File: src/hdl/gtsf_pkg.sv
// ----------------------------------------------------------------------------
// gtsf_pkg
// Shared types and constants of the generation-tagged sample FIFO.
// ----------------------------------------------------------------------------
package gtsf_pkg;

  localparam int DEPTH       = 1024;
  localparam int ADDR_W      = $clog2(DEPTH);
  localparam int CNT_W       = 11;
  localparam int MAX_POP     = 32;
  localparam int POP_W       = 6;
  localparam int QUEUE_DEPTH = 4;
  localparam int QD_W        = $clog2(QUEUE_DEPTH);

  localparam logic [1:0] REQ_PUSH    = 2'd0;
  localparam logic [1:0] REQ_POP     = 2'd1;
  localparam logic [1:0] REQ_DISCARD = 2'd2;
  localparam logic [1:0] REQ_NONE    = 2'd3;

  localparam logic [1:0] RES_SAMPLE  = 2'd0;
  localparam logic [1:0] RES_STATUS  = 2'd1;
  localparam logic [1:0] RES_SUMMARY = 2'd2;
  localparam logic [1:0] RES_DROPPED = 2'd3;

  typedef struct packed {
    logic [1:0]       kind;
    logic [31:0]      sample;
    logic [63:0]      generation;
    logic [CNT_W-1:0] blen;
    logic [POP_W-1:0] pop_lim;
  } cmd_t;

  typedef struct packed {
    logic [1:0]       kind;
    logic [31:0]      sample;
    logic             accepted;
    logic [CNT_W-1:0] count;
    logic [CNT_W-1:0] skipped;
    logic             last;
  } res_t;

endpackage

File: src/hdl/gtsf_queue.sv
// ----------------------------------------------------------------------------
// gtsf_queue
// Short command queue between the front and the back.
// ----------------------------------------------------------------------------
module gtsf_queue import gtsf_pkg::*; (
  input  logic clk,
  input  logic rst,
  input  logic push,
  input  cmd_t push_cmd,
  output logic ready,
  output logic q_valid,
  input  logic pop,
  output cmd_t q_cmd
);

  cmd_t            slots [QUEUE_DEPTH];
  logic [QD_W-1:0] wr_ptr;
  logic [QD_W-1:0] rd_ptr;
  logic [QD_W:0]   fill;
  logic            do_pop;

  assign ready   = fill != (QD_W+1)'(QUEUE_DEPTH);
  assign q_valid = fill != '0;
  assign q_cmd   = slots[rd_ptr];
  assign do_pop  = pop && q_valid;

  always_ff @(posedge clk) begin
    if (push) begin
      slots[wr_ptr] <= push_cmd;
    end
  end

  always_ff @(posedge clk) begin
    if (rst) begin
      wr_ptr <= '0;
      rd_ptr <= '0;
      fill   <= '0;
    end else begin
      if (push) begin
        wr_ptr <= wr_ptr + QD_W'(1);
      end
      if (do_pop) begin
        rd_ptr <= rd_ptr + QD_W'(1);
      end
      if (push && !do_pop) begin
        fill <= fill + (QD_W+1)'(1);
      end else if (!push && do_pop) begin
        fill <= fill - (QD_W+1)'(1);
      end
    end
  end

endmodule

File: config.mk
export PLATFORM = sky130hd
export DESIGN_NAME = gtsf_queue
export DESIGN_NICKNAME = d
export VERILOG_FILES = /design/src/hdl/gtsf_pkg.sv /design/src/hdl/gtsf_queue.sv
export SDC_FILE = /design/constraint.sdc
export NUM_CORES = 1
export LEC_CHECK = 0
export BUFFER_PORTS_ARGS = -buffer_cell sky130_fd_sc_hd__buf_2
export CAP_MARGIN = 20
export CORE_ASPECT_RATIO = 1.25
export CORE_MARGIN = 2
export CORE_UTILIZATION = 40
export DETAILED_ROUTE_END_ITERATION = 8
export PLACE_DENSITY = 0.7
export SLEW_MARGIN = 20
export SYNTH_ARGS = -nofsm -noshare
export SYNTH_HDL_FRONTEND = slang
export SYNTH_SLANG_ARGS = --single-unit
export TNS_END_PERCENT = 30
File: constraint.sdc
create_clock -name clk -period 8.6 [get_ports clk]
set_clock_uncertainty 0.2 [all_clocks]
set_input_delay 0 -clock clk [delete_from_list [all_inputs] [get_ports clk]]
set_output_delay 0 -clock clk [all_outputs]
set_load 0.02 [all_outputs]
=== Word level (Yosys, flattened, before mapping) ===
Memories as Yosys holds them, arrays and structs flattened. A register that Yosys moved wholly into a read port is not among the register bits.
Cells that the tools add are included.

* Register bits: 7
* Bits in writable memories: 460
* Output and inout bits: 117
* Logic and storage cells: 22
* Memories kept: 1

{| class="wikitable"
|+ Memories
! memory !! words !! bits a word !! read ports !! clocked after Yosys merged registers in !! write ports !! line !! RTL
|-
| slots || 4 || 115 || 1 || 1 || 1 || gtsf_queue.sv:16 || <nowiki>cmd_t slots [QUEUE_DEPTH];</nowiki>
|}

* Add/sub/neg operators: 4
* Eq/ne operators: 1
* Muxes and demuxes: 6
* Reduce and logical (&&, ||, !) cells: 7

{| class="wikitable"
|+ Operators by type and width
! cell !! number
|-
| two-way mux 3 bit || 2
|-
| adder 2 x 1 -> 2 bit (second input constant) || 2
|-
| two-way mux 2 bit || 2
|-
| adder 3 x 1 -> 3 bit (second input constant) || 1
|-
| logical AND 1 bit || 3
|-
| inequality test 3 bit (second input constant) || 1
|-
| nonzero test 3 bit || 1
|-
| subtractor 3 x 1 -> 3 bit (second input constant) || 1
|-
| zero test 1 bit || 2
|-
| two-way mux 1 bit || 2
|-
| nonzero test 2 bit || 1
|}

=== Longest topological paths before layout ===
* Depth in word-level cells: 5
* Gate-level depth with buffers: 7

=== Least setup slack after synthesis ===
Ideal clock, no wire load.

* Path kind: reg2reg
* Start point: register wr_ptr[0]
* End point: memory slots[0][0] (netlist bit), enable pin
* Setup time: 0.487 ns
* Arrival: 3.189 ns
* Required time: 7.913 ns
* Setup slack: 4.724 ns
* Stages on the path, launching flop included: 4
* Buffers on the path: 0
* Period minus slack after synthesis: 3.876 ns
* Cells stage by stage: dfxtp_1 inv_1 ha_1 and2_1

{| class="wikitable"
|+ RTL lines
! element !! line !! RTL
|-
| start: declaration || gtsf_queue.sv:17 || <nowiki>logic [QD_W-1:0] wr_ptr;</nowiki>
|-
| start signal: assignment || gtsf_queue.sv:40 || <nowiki>wr_ptr <= wr_ptr + QD_W'(1);</nowiki>
|-
| end: declaration || gtsf_queue.sv:16 ||
|}

No word-level cell before the write port.

==> out/qor.csv <==
stage;metric;value;unit
run_status;status;finished clean;
clock_network;CTS Buf Count;45;
synthesis;yosys warns;0;
clock_network;CTS clk-pin slew, worst paths;60;ps
global_routing;largest net degree at the start of global routing;92;
timing;Slew headroom;27.3;%
finish;area of the multi-input gates;0.00284;mm^2
floorplanning;I/O Pins;236;
clock_network;CTS H-Tree Depth;2;
routing;Avg Vias per Cell;4.94;
worst_setup_path;Worst path max stage delay;870;ps
timing;period utilization;37.8;%
clock_network;setup bufs post-CTS;0;
global_routing;global route total overflow;0;
global_routing;global-route wire length before repair;51.2;mm
finish;most frequent cells in the layout;460 x edfxtp_1, 235 x buf_2, 169 x dlygate4sd3_1, 115 x mux4_2, 45 x clkbuf_16;
floorplanning;Die Wd;188;um
floorplanning;row count;84;
routing;WL/cell;20.1;um
timing;hold_ws;23.3;ps
routing;detailed-route via count;8274;
synthesis;mux share of post-synthesis cell area;15.3;%
clock_network;CTS tree;done;
floorplanning;CORE AREA;0.0420;mm^2
synthesis;Seq/Total Area, Yosys;82.3;%
synthesis;syn_nets;771;
placement;Port Buffer Count;235;
worst_setup_path;r2r endpoint;slots[3][84]$_DFFE_PP_;
worst_setup_path;Buf+Inv Stages, Crit Path;2;
floorplanning;Initial Utilization;40.5;%
timing;minimum clock period;3250;ps
clock_network;Root Driver;clkbuf_16;
synthesis;count of cell types in the netlist;20;
timing;Max Fclk;308;MHz
synthesis;Synth Area in Simple Gates;0.419;%
global_routing;vias in the first global route;8953;
power;power per cell area;276;mW/mm^2
power;Worst VDD drop;206;uV
worst_setup_path;worst-path cell chain;buf_4 -> mux4_2 -> buf_2;
synthesis;XOR/XNOR Fraction of Synth Area;0.257;%
worst_setup_path;Worst R2R Path Depth;4;
power;Pleak;7.47;nW
synthesis;syn_area_per_cell;26.3;um^2
min_path;Hold Path Sink;slots[3][113]$_DFFE_PP_;
synthesis;Synth area leaders;edfxtp_1 81%, mux4_2 15%, dfxtp_1 1.1%;
timing;RSZ-0062 raised after global routing;false;
placement;dpl hpwl;17.9;mm
clock_network;buffer depth of the longest clock path;3;
routing;residual DRC count;0;
worst_setup_path;startpoint types;flip-flop;
finish;commonest non-fill, non-tap cell in the layout;edfxtp_1;
placement;Placer Congestion;0.699;
routing;post-route ant nets;0;
worst_setup_path;CP delay by family, top;buffers and inverters;
clock_network;Clock Latency Late Sink;540;ps
worst_setup_path;CP max FO;67;
synthesis;Mapped Area;0.0170;mm^2
timing;pin slew with the least headroom to its limit;1090;ps
synthesis;Synth Register Bits;469;
timing;Final TNS setup;0;ps
clock_network;CTS sink count;469;
worst_setup_path;WP data arrival;3050;ps
synthesis;Synth Area in Compound Gates;0.154;%
floorplanning;die area;0.0442;mm^2
synthesis;Synth Area in Adders;0.486;%
worst_setup_path;critical path type;reg -> out;
min_path;hold path cells;2;
timing;count of final setup violators;0;
timing;final hold violation count;0;
routing;DRT Wirelength;33.6;mm
finish;share of cells above drive strength 1;39.0;%
finish;register area;0.0140;mm^2
floorplanning;die height;235;um
routing;First-pass DRT Iterations;6;
synthesis;top cell type's share of synthesized area;81.2;%
finish;nets;1205;
clock_network;# hold bufs at CTS;169;
synthesis;combinational family with the most area after synthesis;multiplexers;
worst_setup_path;CP max stage cell;buf_4;
min_path;HP Class;in -> reg;
worst_setup_path;worst r2r src;wr_ptr[0]$_SDFFE_PP0P_;
synthesis;Post-Syn Instances;646;
routing;Iteration-0 DRC Markers;489;
flow_run;Max-Cap Viols;0;
worst_setup_path;Setup crit end kind;output pin;
worst_setup_path;reg-to-reg slack, setup;5610;ps
finish;layout filler cell count;3251;
synthesis;largest area contributor in the netlist;edfxtp_1;
clock_network;post-cts resize count;0;
timing;fin. max-slew vios;0;
finish;area delta synth->final;29.5;%
global_routing;antenna violations before repair;1;
worst_setup_path;Critical Path RT;8400;ps
min_path;launch point of the worst hold path;push_cmd[113];
global_routing;Tot GR Track Use;15.3;%
[metrics by stage]
stage	total power [mW]	utilization (%)	setup WS [ps]	area, um^2	cells
after floorplan	3.71	-	4720	17000	646
after global placement	4.09	44.7	5590	18800	1422
after detailed placement	4.11	44.7	5560	18800	1422
after CTS	6.17	52.3	5280	22000	1672
after global routing	6.34	52.4	5190	22000	1673
final	6.08	52.4	5350	22000	1674
[worst max-delay path by stage]
| stage | to | depth (start not counted) |
|---|---|---|
| global route | q_cmd[49] | 3 |
| detailed placement | slots[0][70]$_DFFE_PP_ | 5 |
| finish | q_cmd[9] | 3 |
| floorplan | slots[0][0]$_DFFE_PP_ | 3 |
| CTS | q_cmd[46] | 3 |
| global placement | slots[0][70]$_DFFE_PP_ | 5 |
[registers in the layout, summed over array words and instances, names as in the netlist, named ones only]
register and cells:
fill 3, rd_ptr 2, slots 460, wr_ptr 2
[area by class of cell]
class | instances | area share (%)
Tap cell | 559 | 3.17
Antenna cell | 1 | 0.0114
Sequential cell | 469 | 63.6
Multi-Input combinational cell | 147 | 12.9
Inverter | 3 | 0.0511
Timing Repair Buffer | 414 | 13.5
Clock buffer | 56 | 5.53
Clock inverter | 25 | 1.27
[per-layer routing]
metal | part of all wire (%) | track usage (%) | vias up
met5 | 0 | 0 | -
met4 | 2.8 | 5.37 | 0
met3 | 5.5 | 3.67 | 55
met2 | 53 | 27.1 | 257
met1 | 39 | 18.3 | 4297
li1 | - | - | 3665
[kinds of logic (layout without fill, tap and decap cells)]
family | count (synthesis) | after routing
other cells | 0 | 1
fa+ha+maj | 6 | 6
xor+xnor | 5 | 5
simple gates | 15 | 15
buf+inv | 30 | 498
mux | 117 | 117
compound gates | 4 | 4
flops | 469 | 469
[synthesized netlist by cell type]
cell type,instances
edfxtp_1,460
mux4_2,115
buf_2,13
dfxtp_1,9
nor2_1,8
buf_6,7
clkbuf_1,7
ha_1,5
and2_1,4
xor2_1,4
inv_1,3
mux2i_1,2
or3_1,2
a21oi_1,1
fa_1,1
nand2_1,1
o21ai_0,1
o311ai_0,1
o31ai_1,1
xnor2_1,1
[report_power, final]
group,leakage (nW),internal [mW],switching [mW],total (mW)
registers,4.30,2.64,0.0842,2.72
clock network,0.738,1.18,0.807,1.99
logic,2.43,0.624,0.747,1.37
total,7.47,4.44,1.64,6.08
(Power assumes the default switching activity.)
