[config.mk]
export PLATFORM = sky130hd
export DESIGN_NAME = gtsf_front
export DESIGN_NICKNAME = d
export VERILOG_FILES = /design/src/hdl/gtsf_pkg.sv /design/src/hdl/gtsf_front.sv
export SDC_FILE = /design/constraint.sdc
export NUM_CORES = 1
export LEC_CHECK = 0
export ABC_CLOCK_PERIOD_IN_PS = 800
export BUFFER_PORTS_ARGS = -buffer_cell sky130_fd_sc_hd__buf_2
export CORE_AREA = 8 8 85 87
export DETAILED_ROUTE_END_ITERATION = 10
export DIE_AREA = 0 0 93 95
export GPL_ROUTABILITY_DRIVEN = 1
export PLACE_DENSITY = 0.64
export SETUP_SLACK_MARGIN = 0.1
export SYNTH_ARGS = -nofsm -noshare
export SYNTH_HDL_FRONTEND = slang
export SYNTH_SLANG_ARGS = --single-unit
[constraint.sdc]
create_clock -name vclk -period 0.8
set_input_delay 0.16 -clock vclk [all_inputs]
set_output_delay 0.16 -clock vclk [all_outputs]
set_load 0.05 [all_outputs]
[src/hdl/gtsf_pkg.sv]
// ----------------------------------------------------------------------------
// gtsf_pkg
// Shared types and constants of the generation-tagged sample FIFO.
// ----------------------------------------------------------------------------
package gtsf_pkg;

  localparam int DEPTH       = 1024;
  localparam int ADDR_W      = $clog2(DEPTH);
  localparam int CNT_W       = 11;
  localparam int MAX_POP     = 32;
  localparam int POP_W       = 6;
  localparam int QUEUE_DEPTH = 4;
  localparam int QD_W        = $clog2(QUEUE_DEPTH);

  localparam logic [1:0] REQ_PUSH    = 2'd0;
  localparam logic [1:0] REQ_POP     = 2'd1;
  localparam logic [1:0] REQ_DISCARD = 2'd2;
  localparam logic [1:0] REQ_NONE    = 2'd3;

  localparam logic [1:0] RES_SAMPLE  = 2'd0;
  localparam logic [1:0] RES_STATUS  = 2'd1;
  localparam logic [1:0] RES_SUMMARY = 2'd2;
  localparam logic [1:0] RES_DROPPED = 2'd3;

  typedef struct packed {
    logic [1:0]       kind;
    logic [31:0]      sample;
    logic [63:0]      generation;
    logic [CNT_W-1:0] blen;
    logic [POP_W-1:0] pop_lim;
  } cmd_t;

  typedef struct packed {
    logic [1:0]       kind;
    logic [31:0]      sample;
    logic             accepted;
    logic [CNT_W-1:0] count;
    logic [CNT_W-1:0] skipped;
    logic             last;
  } res_t;

endpackage

[src/hdl/gtsf_front.sv]
// ----------------------------------------------------------------------------
// gtsf_front
// Accepts requests, drops unknown ones and normalizes burst and pop limits.
// ----------------------------------------------------------------------------
module gtsf_front import gtsf_pkg::*; (
  input  logic              in_valid,
  output logic              in_stall,
  input  logic [1:0]        req_type,
  input  logic [31:0]       sample_bits,
  input  logic [63:0]       generation,
  input  logic [CNT_W-1:0]  burst_len,
  input  logic [POP_W-1:0]  pop_max,
  output logic              q_push,
  input  logic              q_ready,
  output cmd_t              q_cmd
);

  logic known;

  always_comb begin
    unique case (req_type)
      REQ_PUSH, REQ_POP, REQ_DISCARD: known = 1'b1;
      default:                        known = 1'b0;
    endcase
  end

  assign in_stall = !q_ready;
  assign q_push   = in_valid && q_ready && known;

  always_comb begin
    q_cmd.kind       = req_type;
    q_cmd.sample     = sample_bits;
    q_cmd.generation = generation;
    q_cmd.blen       = (burst_len == '0) ? CNT_W'(1) : burst_len;
    q_cmd.pop_lim    = (pop_max > POP_W'(MAX_POP)) ? POP_W'(MAX_POP) : pop_max;
  end

endmodule

### After elaboration in Yosys (flattened, before gate mapping)

Index checks and enable logic that the tools add are counted.

* $add $sub $neg: 0
* multiply operators: 0
* div/mod/pow operators: 0
* order comparisons: 1
* equal/unequal tests: 2
* shift operators: 0
* muxes and demuxes: 3
* bitwise operators: 0
* reduce and logical (&&, ||, !) cells: 6

Operators by type and width (count)
* 11-bit logical NOT: 1
* 11-bit two-way mux: 1
* 6-bit greater-than comparator, second input constant: 1
* 6-bit two-way mux: 1
* 3-bit OR reduction: 1
* 2-bit by 1-bit == test with 1-bit output, second input constant: 1
* 2-bit == test, second input constant: 1
* 1-bit logical AND: 2
* 2-bit logical NOT: 1
* 1-bit logical NOT: 1
* 1-bit two-way mux: 1

* register bits: 0
* bits in latches: 0
* bits in writable memories: 0
* ROM bits: 0
* output and inout bits: 117
* word-level logic and storage cells: 12
* memories: 0

### Depth between registers and ports, before layout

Gate-level depths: netlist of the first run.

* depth in word-level cells: 4
* mapped depth: 2
* mapped depth without buffers: 2

### Worst setup path after synthesis of the first run

OpenSTA, ideal clock, no wires.

* kind: input to output
* start: input port in_valid
* end: output port q_push
* arrival time: 959 ps
* required time: 640 ps
* path slack: -319 ps
* cell stages on the path: 2
* path buffers: 0
* cell sequence: nand2_1 -> a21oi_1

* word-level cells in the longest chain between the ends: 2

Ends and longest elaborated chain
* start: declaration: RTL line gtsf_front.sv:6 `input logic in_valid,`
* 1-bit logical AND (2 in series): RTL line gtsf_front.sv:28 `assign q_push = in_valid && q_ready && known;`
* end: declaration: RTL line gtsf_front.sv:13 `output logic q_push,`

Every way passes these cells.

==> results.yml, run 1 <==
detailed_routing:
  wire_per_inst_microns: 17.4
  antenna_left: 0
  drt-total-wl_mm: 2.29
  drcViolationCount: 0
  first_iter_violations: 0
  drt_pass1_iterations: 1
  drt-vias-per-instance: 3.11
  vias: 407
pwr:
  internal-power_uw: 210
  combPwrFrac_pct: 100.0
  p_per_area_nw_per_um2: 756
  clock_power_share_pct: 0
  p_switching_uw: 295
  p_seq_share_pct: 0
  p_total_uw: 505
  swShare_pct: 58.4
  p_leak_nw: 0.303
  ir_drop_uv: 261
finish:
  n_sequential_cell: 0
  syn_to_final_growth_pct: -21.0
  final_cell_mix: "buf_2 (18), buf_6 (10), buf_8 (10)"
  final_nets: 175
  utilization_pct: 11.5
  num-clock-buffers: 0
  seqCellArea_sq_um: 0
  diodes: 0
  fillers: 685
  mostFrequentLayoutCell: "buf_2"
  drive_above_1_share_pct: 96.4
setup_path:
  path_delay_family: "simple AND/OR/NAND/NOR gates"
  cp_slowest_cell: "nor4_4"
  slowest_delay_ns: 0.27
  cp.arrival_ns: 0.86
  critPathBufInv: 2
  critPathMaxFanout: 2
  crit_required_ns: 0.64
  cp-start-kind: "input pin"
  critical_path_class: "in -> out"
  end_kind: "output pin"
  cp_cell_sequence: "buf_6 -> nor4_4 -> a31o_4 -> buf_8"
grt:
  grt_pass1_vias: 446
  grt_pass1_wl_mm: 2.68
  antenna_found_initial: 0
  grt.total_usage_pct: 3.95
  grt_max_degree: 7
  gr-total-overflow: 0
logic_synthesis:
  synth_xor_area_share_pct: 0
  synth-compound-area-share_pct: 1.63
  syn_avg_cell_area_sq_um: 6.99
  synth_fp_nets: 238
  synth_seq_area_share_pct: 0
  synth.cell_area_sq_um: 846
  syn_inst: 121
  yosys_warnings: 0
  synth-simple-area-share_pct: 6.07
  synthAdderAreaFrac_pct: 0
  muxShareOfSynthArea_pct: 0
  synth_top_family_by_area: "buffers and inverters"
  synth.distinct_cells: 9
sta:
  slew_violations: 0
  max_slew.worst_pin.slew_ns: 0.257
  fmaxAchievable_mhz: 982
  layout_min_cycle_time_ns: 1.02
  relSlewSlack_pct: 83.0
  rsz0062_at_grt: "true"
  finalHoldViolations: 0
  tns_ns: -0.218
  setup_violations: 1
  setup_ws_ns: -0.218
  fin_crit_sh_pct: 127
  holdWs_ns: 0.320
status:
  violations: "setup timing"
  status: "finished, violations left"
min_path:
  min_to: "q_cmd[51]"
  hold_path_class: "in -> out"
  min-delay-start: "generation[34]"
  min_path_cells: 0
place:
  numPortBuffers: 42
  globalplace.congestion: 0.621
floorplan:
  rows: 28
  fp.dieH_microns: 95
  dieWidth_microns: 93
  core_area_sq_um: 5820
  start_util_pct: 14.5
  die-area_sq_um: 8840
  io_pins: 234
clocking:
  cts_hold_buf: 0
run:
  drv_cap: 0
-- cells in the mapped netlist --
master | n | area, sq um
nor4_1 | 2 | 12.5
a31o_1 | 1 | 8.76
nand2_1 | 1 | 3.75
a21oi_1 | 1 | 5.00
inv_1 | 1 | 3.75
nor2b_1 | 5 | 31.3
nor2_1 | 1 | 3.75
clkbuf_1 | 11 | 41.3
buf_4 | 98 | 736
-- through the flow --
step | instances | setup slack [ns] | area (sq um)
2_1_floorplan | 121 | -0.0581 | 940
3_3_place_gp | 131 | -0.345 | 468
3_5_place_dp | 131 | -0.347 | 468
4_1_cts | 131 | -0.226 | 637
5_1_grt | 131 | -0.247 | 668
6_report | 131 | -0.218 | 668
-- worst max path at each step --
stage | from | slack (ns) | to | depth (start not counted)
floorplan | burst_len[1] | -0.06 | q_cmd[6] | 2
global placement | burst_len[7] | -0.34 | q_cmd[6] | 4
detailed placement | burst_len[1] | -0.35 | q_cmd[6] | 4
CTS | burst_len[10] | -0.23 | q_cmd[6] | 4
global route | burst_len[8] | -0.25 | q_cmd[6] | 4
finish | burst_len[2] | -0.22 | q_cmd[6] | 4
-- cell type report --
cell class                      instances  area [sq um]  area share (%)
Inverter                                1          3.75           0.562
Multi-Input combinational cell         11           160            24.0
Tap cell                               75          93.8            14.0
Timing Repair Buffer                   44           410            61.4
-- what timing repair did --
item,4_1_cts,5_1_grt
resized for setup,48,7
setup buffers,0,0
pin swaps,5,5
endpoints found under the setup margin,17,8
-- routing by layer --
metal,share of wire [%],global-route usage (%),vias to the layer above,routed length [microns]
met4,16,7.92,0,367
met2,41,4.91,82,942
met5,0,0,-,0
li1,-,-,132,-
met1,19,2.27,143,432
met3,24,3.81,50,542
-- power groups by stage --
stage | registers (mW) | clock network (mW) | logic, mW
6_report | 0 | 0 | 0.505
5_1_grt | 0 | 0 | 0.522
4_1_cts | 0 | 0 | 0.491
2_1_floorplan | 0 | 0 | 1.57
3_5_place_dp | 0 | 0 | 0.393
3_3_place_gp | 0 | 0 | 0.388
-- kinds of logic (layout without fill, tap and decap cells) --
family / count (synthesis) / count (layout)
AOI/OAI and AO/OA: 2 / 2
buffers and inverters: 110 / 45
and+or+nand+nor: 9 / 9
(Power assumes the default switching activity.)
==> run 2: changes to the inputs <==
- BUFFER_PORTS_ARGS: -buffer_cell sky130_fd_sc_hd__buf_2 -> -buffer_cell sky130_fd_sc_hd__buf_4
==> run 2 against run 1 <==
  * The run still ends with setup timing left
  * Design area rose by 12%
  * Power rose by 8.6%
  * Die area did not move
  * Largest cell class unchanged
  * Via count rose by 1.7%
  * Critical endpoint unchanged
  * Sequential share of layout area did not move
==> results.yml, run 2 (synthesis gave the netlist of run 1 again) <==
status:
  status: "finished, violations left"
  violations: "setup timing"
detailed_routing:
  drcViolationCount: 0
  drt-total-wl_mm: 2.36
  vias: 414
  drt_pass1_iterations: 1
  antenna_left: 0
  wire_per_inst_microns: 17.6
  first_iter_violations: 0
  drt-vias-per-instance: 3.09
sta:
  tns_ns: -0.237
  layout_min_cycle_time_ns: 1.04
  max_slew.worst_pin.slew_ns: 0.230
  holdWs_ns: 0.320
  relSlewSlack_pct: 84.6
  setup_violations: 1
  slew_violations: 0
  rsz0062_at_grt: "true"
  finalHoldViolations: 0
  fin_crit_sh_pct: 130
  fmaxAchievable_mhz: 964
  setup_ws_ns: -0.237
finish:
  final_nets: 178
  seqCellArea_sq_um: 0
  syn_to_final_growth_pct: -11.8
  utilization_pct: 12.8
  num-clock-buffers: 0
  n_sequential_cell: 0
  mostFrequentLayoutCell: "buf_4"
  drive_above_1_share_pct: 96.6
  fillers: 669
  diodes: 0
  final-instance-count-excl-fill: 134
  design_area_sq_um: 746
  final_cell_mix: "buf_4 (20), buf_6 (16), buf_8 (10)"
grt:
  met3_usage_pct: 3.89
  gr-total-overflow: 0
  grt_util_met1_pct: 2.41
  grt.total_usage_pct: 4.21
  use_met2_pct: 5.62
  antenna_found_initial: 0
  grt_pass1_wl_mm: 2.89
  grt_busiest_layer: "met4"
  grt_pass1_vias: 457
  grt_max_degree: 7
pwr:
  p_leak_nw: 0.335
  p_per_area_nw_per_um2: 735
  ir_drop_uv: 230
  p_total_uw: 548
min_path:
  min_to: "q_cmd[51]"
  min-delay-start: "generation[34]"
  min_path_cells: 0
  hold_path_class: "in -> out"
floorplan:
  dieWidth_microns: 93
  start_util_pct: 14.5
  core_area_sq_um: 5820
  die-area_sq_um: 8840
  fp.dieH_microns: 95
  rows: 28
  io_pins: 234
clocking:
  cts_hold_buf: 0
place:
  numPortBuffers: 42
  placed_area_sq_um: 588
  dp.cells: 133
  globalplace.congestion: 0.636
  pre_cts_ws_ns: -0.288
setup_path:
  crit_required_ns: 0.64
  critPathMaxFanout: 2
  cp.arrival_ns: 0.88
  cp-start-kind: "input pin"
  end_kind: "output pin"
  critical_path_class: "in -> out"
run:
  drv_cap: 0
[run 2: changes by cell type in the layout (fill, tap and decap cells not counted)]
| cell | delta |
|---|---|
| buf_2 | -18 |
| nand2_4 | -1 |
| buf_4 | +15 |
| nand2_2 | +1 |
| a21oi_2 | +1 |
| buf_6 | +6 |
| a21oi_4 | -1 |
[run 2: power by group]
group	switching (mW)	leakage, nW	internal (mW)
clock	0	0	0
combinational	0.296	0.335	0.252
sequential	0	0	0
total	0.296	0.335	0.252
[run 2: how the worst max path moves through the flow]
stage / from / endpoint / slack, ns / cells after the start
after floorplan: burst_len[1] / q_cmd[6] / -0.06 / 2
after global placement: burst_len[7] / q_cmd[6] / -0.29 / 4
after detailed placement: burst_len[7] / q_cmd[6] / -0.29 / 4
after CTS: burst_len[10] / q_cmd[6] / -0.24 / 4
after global routing: burst_len[7] / q_cmd[6] / -0.26 / 4
final: burst_len[7] / q_cmd[6] / -0.24 / 4
[run 2: what timing repair did]
action | CTS | global route
setup endpoints to repair | 12 | 10
pin swaps | 4 | 5
buffers inserted | 0 | 1
gates resized for setup | 32 | 8
gates cloned | 0 | 0
[run 2: cell type report]
| cell class | count | area [sq um] | share of cell area [%] |
|---|---|---|---|
| multi-input combinational | 11 | 148 | 19.8 |
| tap | 75 | 93.8 | 12.6 |
| timing repair buffer | 47 | 500 | 67.1 |
| inverter | 1 | 3.75 | 0.503 |
[run 2: critical path, stage by stage]
cell and delay, ns:
buf_8 0.10, nor4_4 0.29, a31o_4 0.19, buf_8 0.14
[run 2: metal layers]
| layer | up-vias | wire [microns] |
|---|---|---|
| li1 | 136 | - |
| met1 | 146 | 446 |
| met2 | 84 | 983 |
| met3 | 48 | 570 |
| met4 | 0 | 363 |
| met5 | - | 0 |
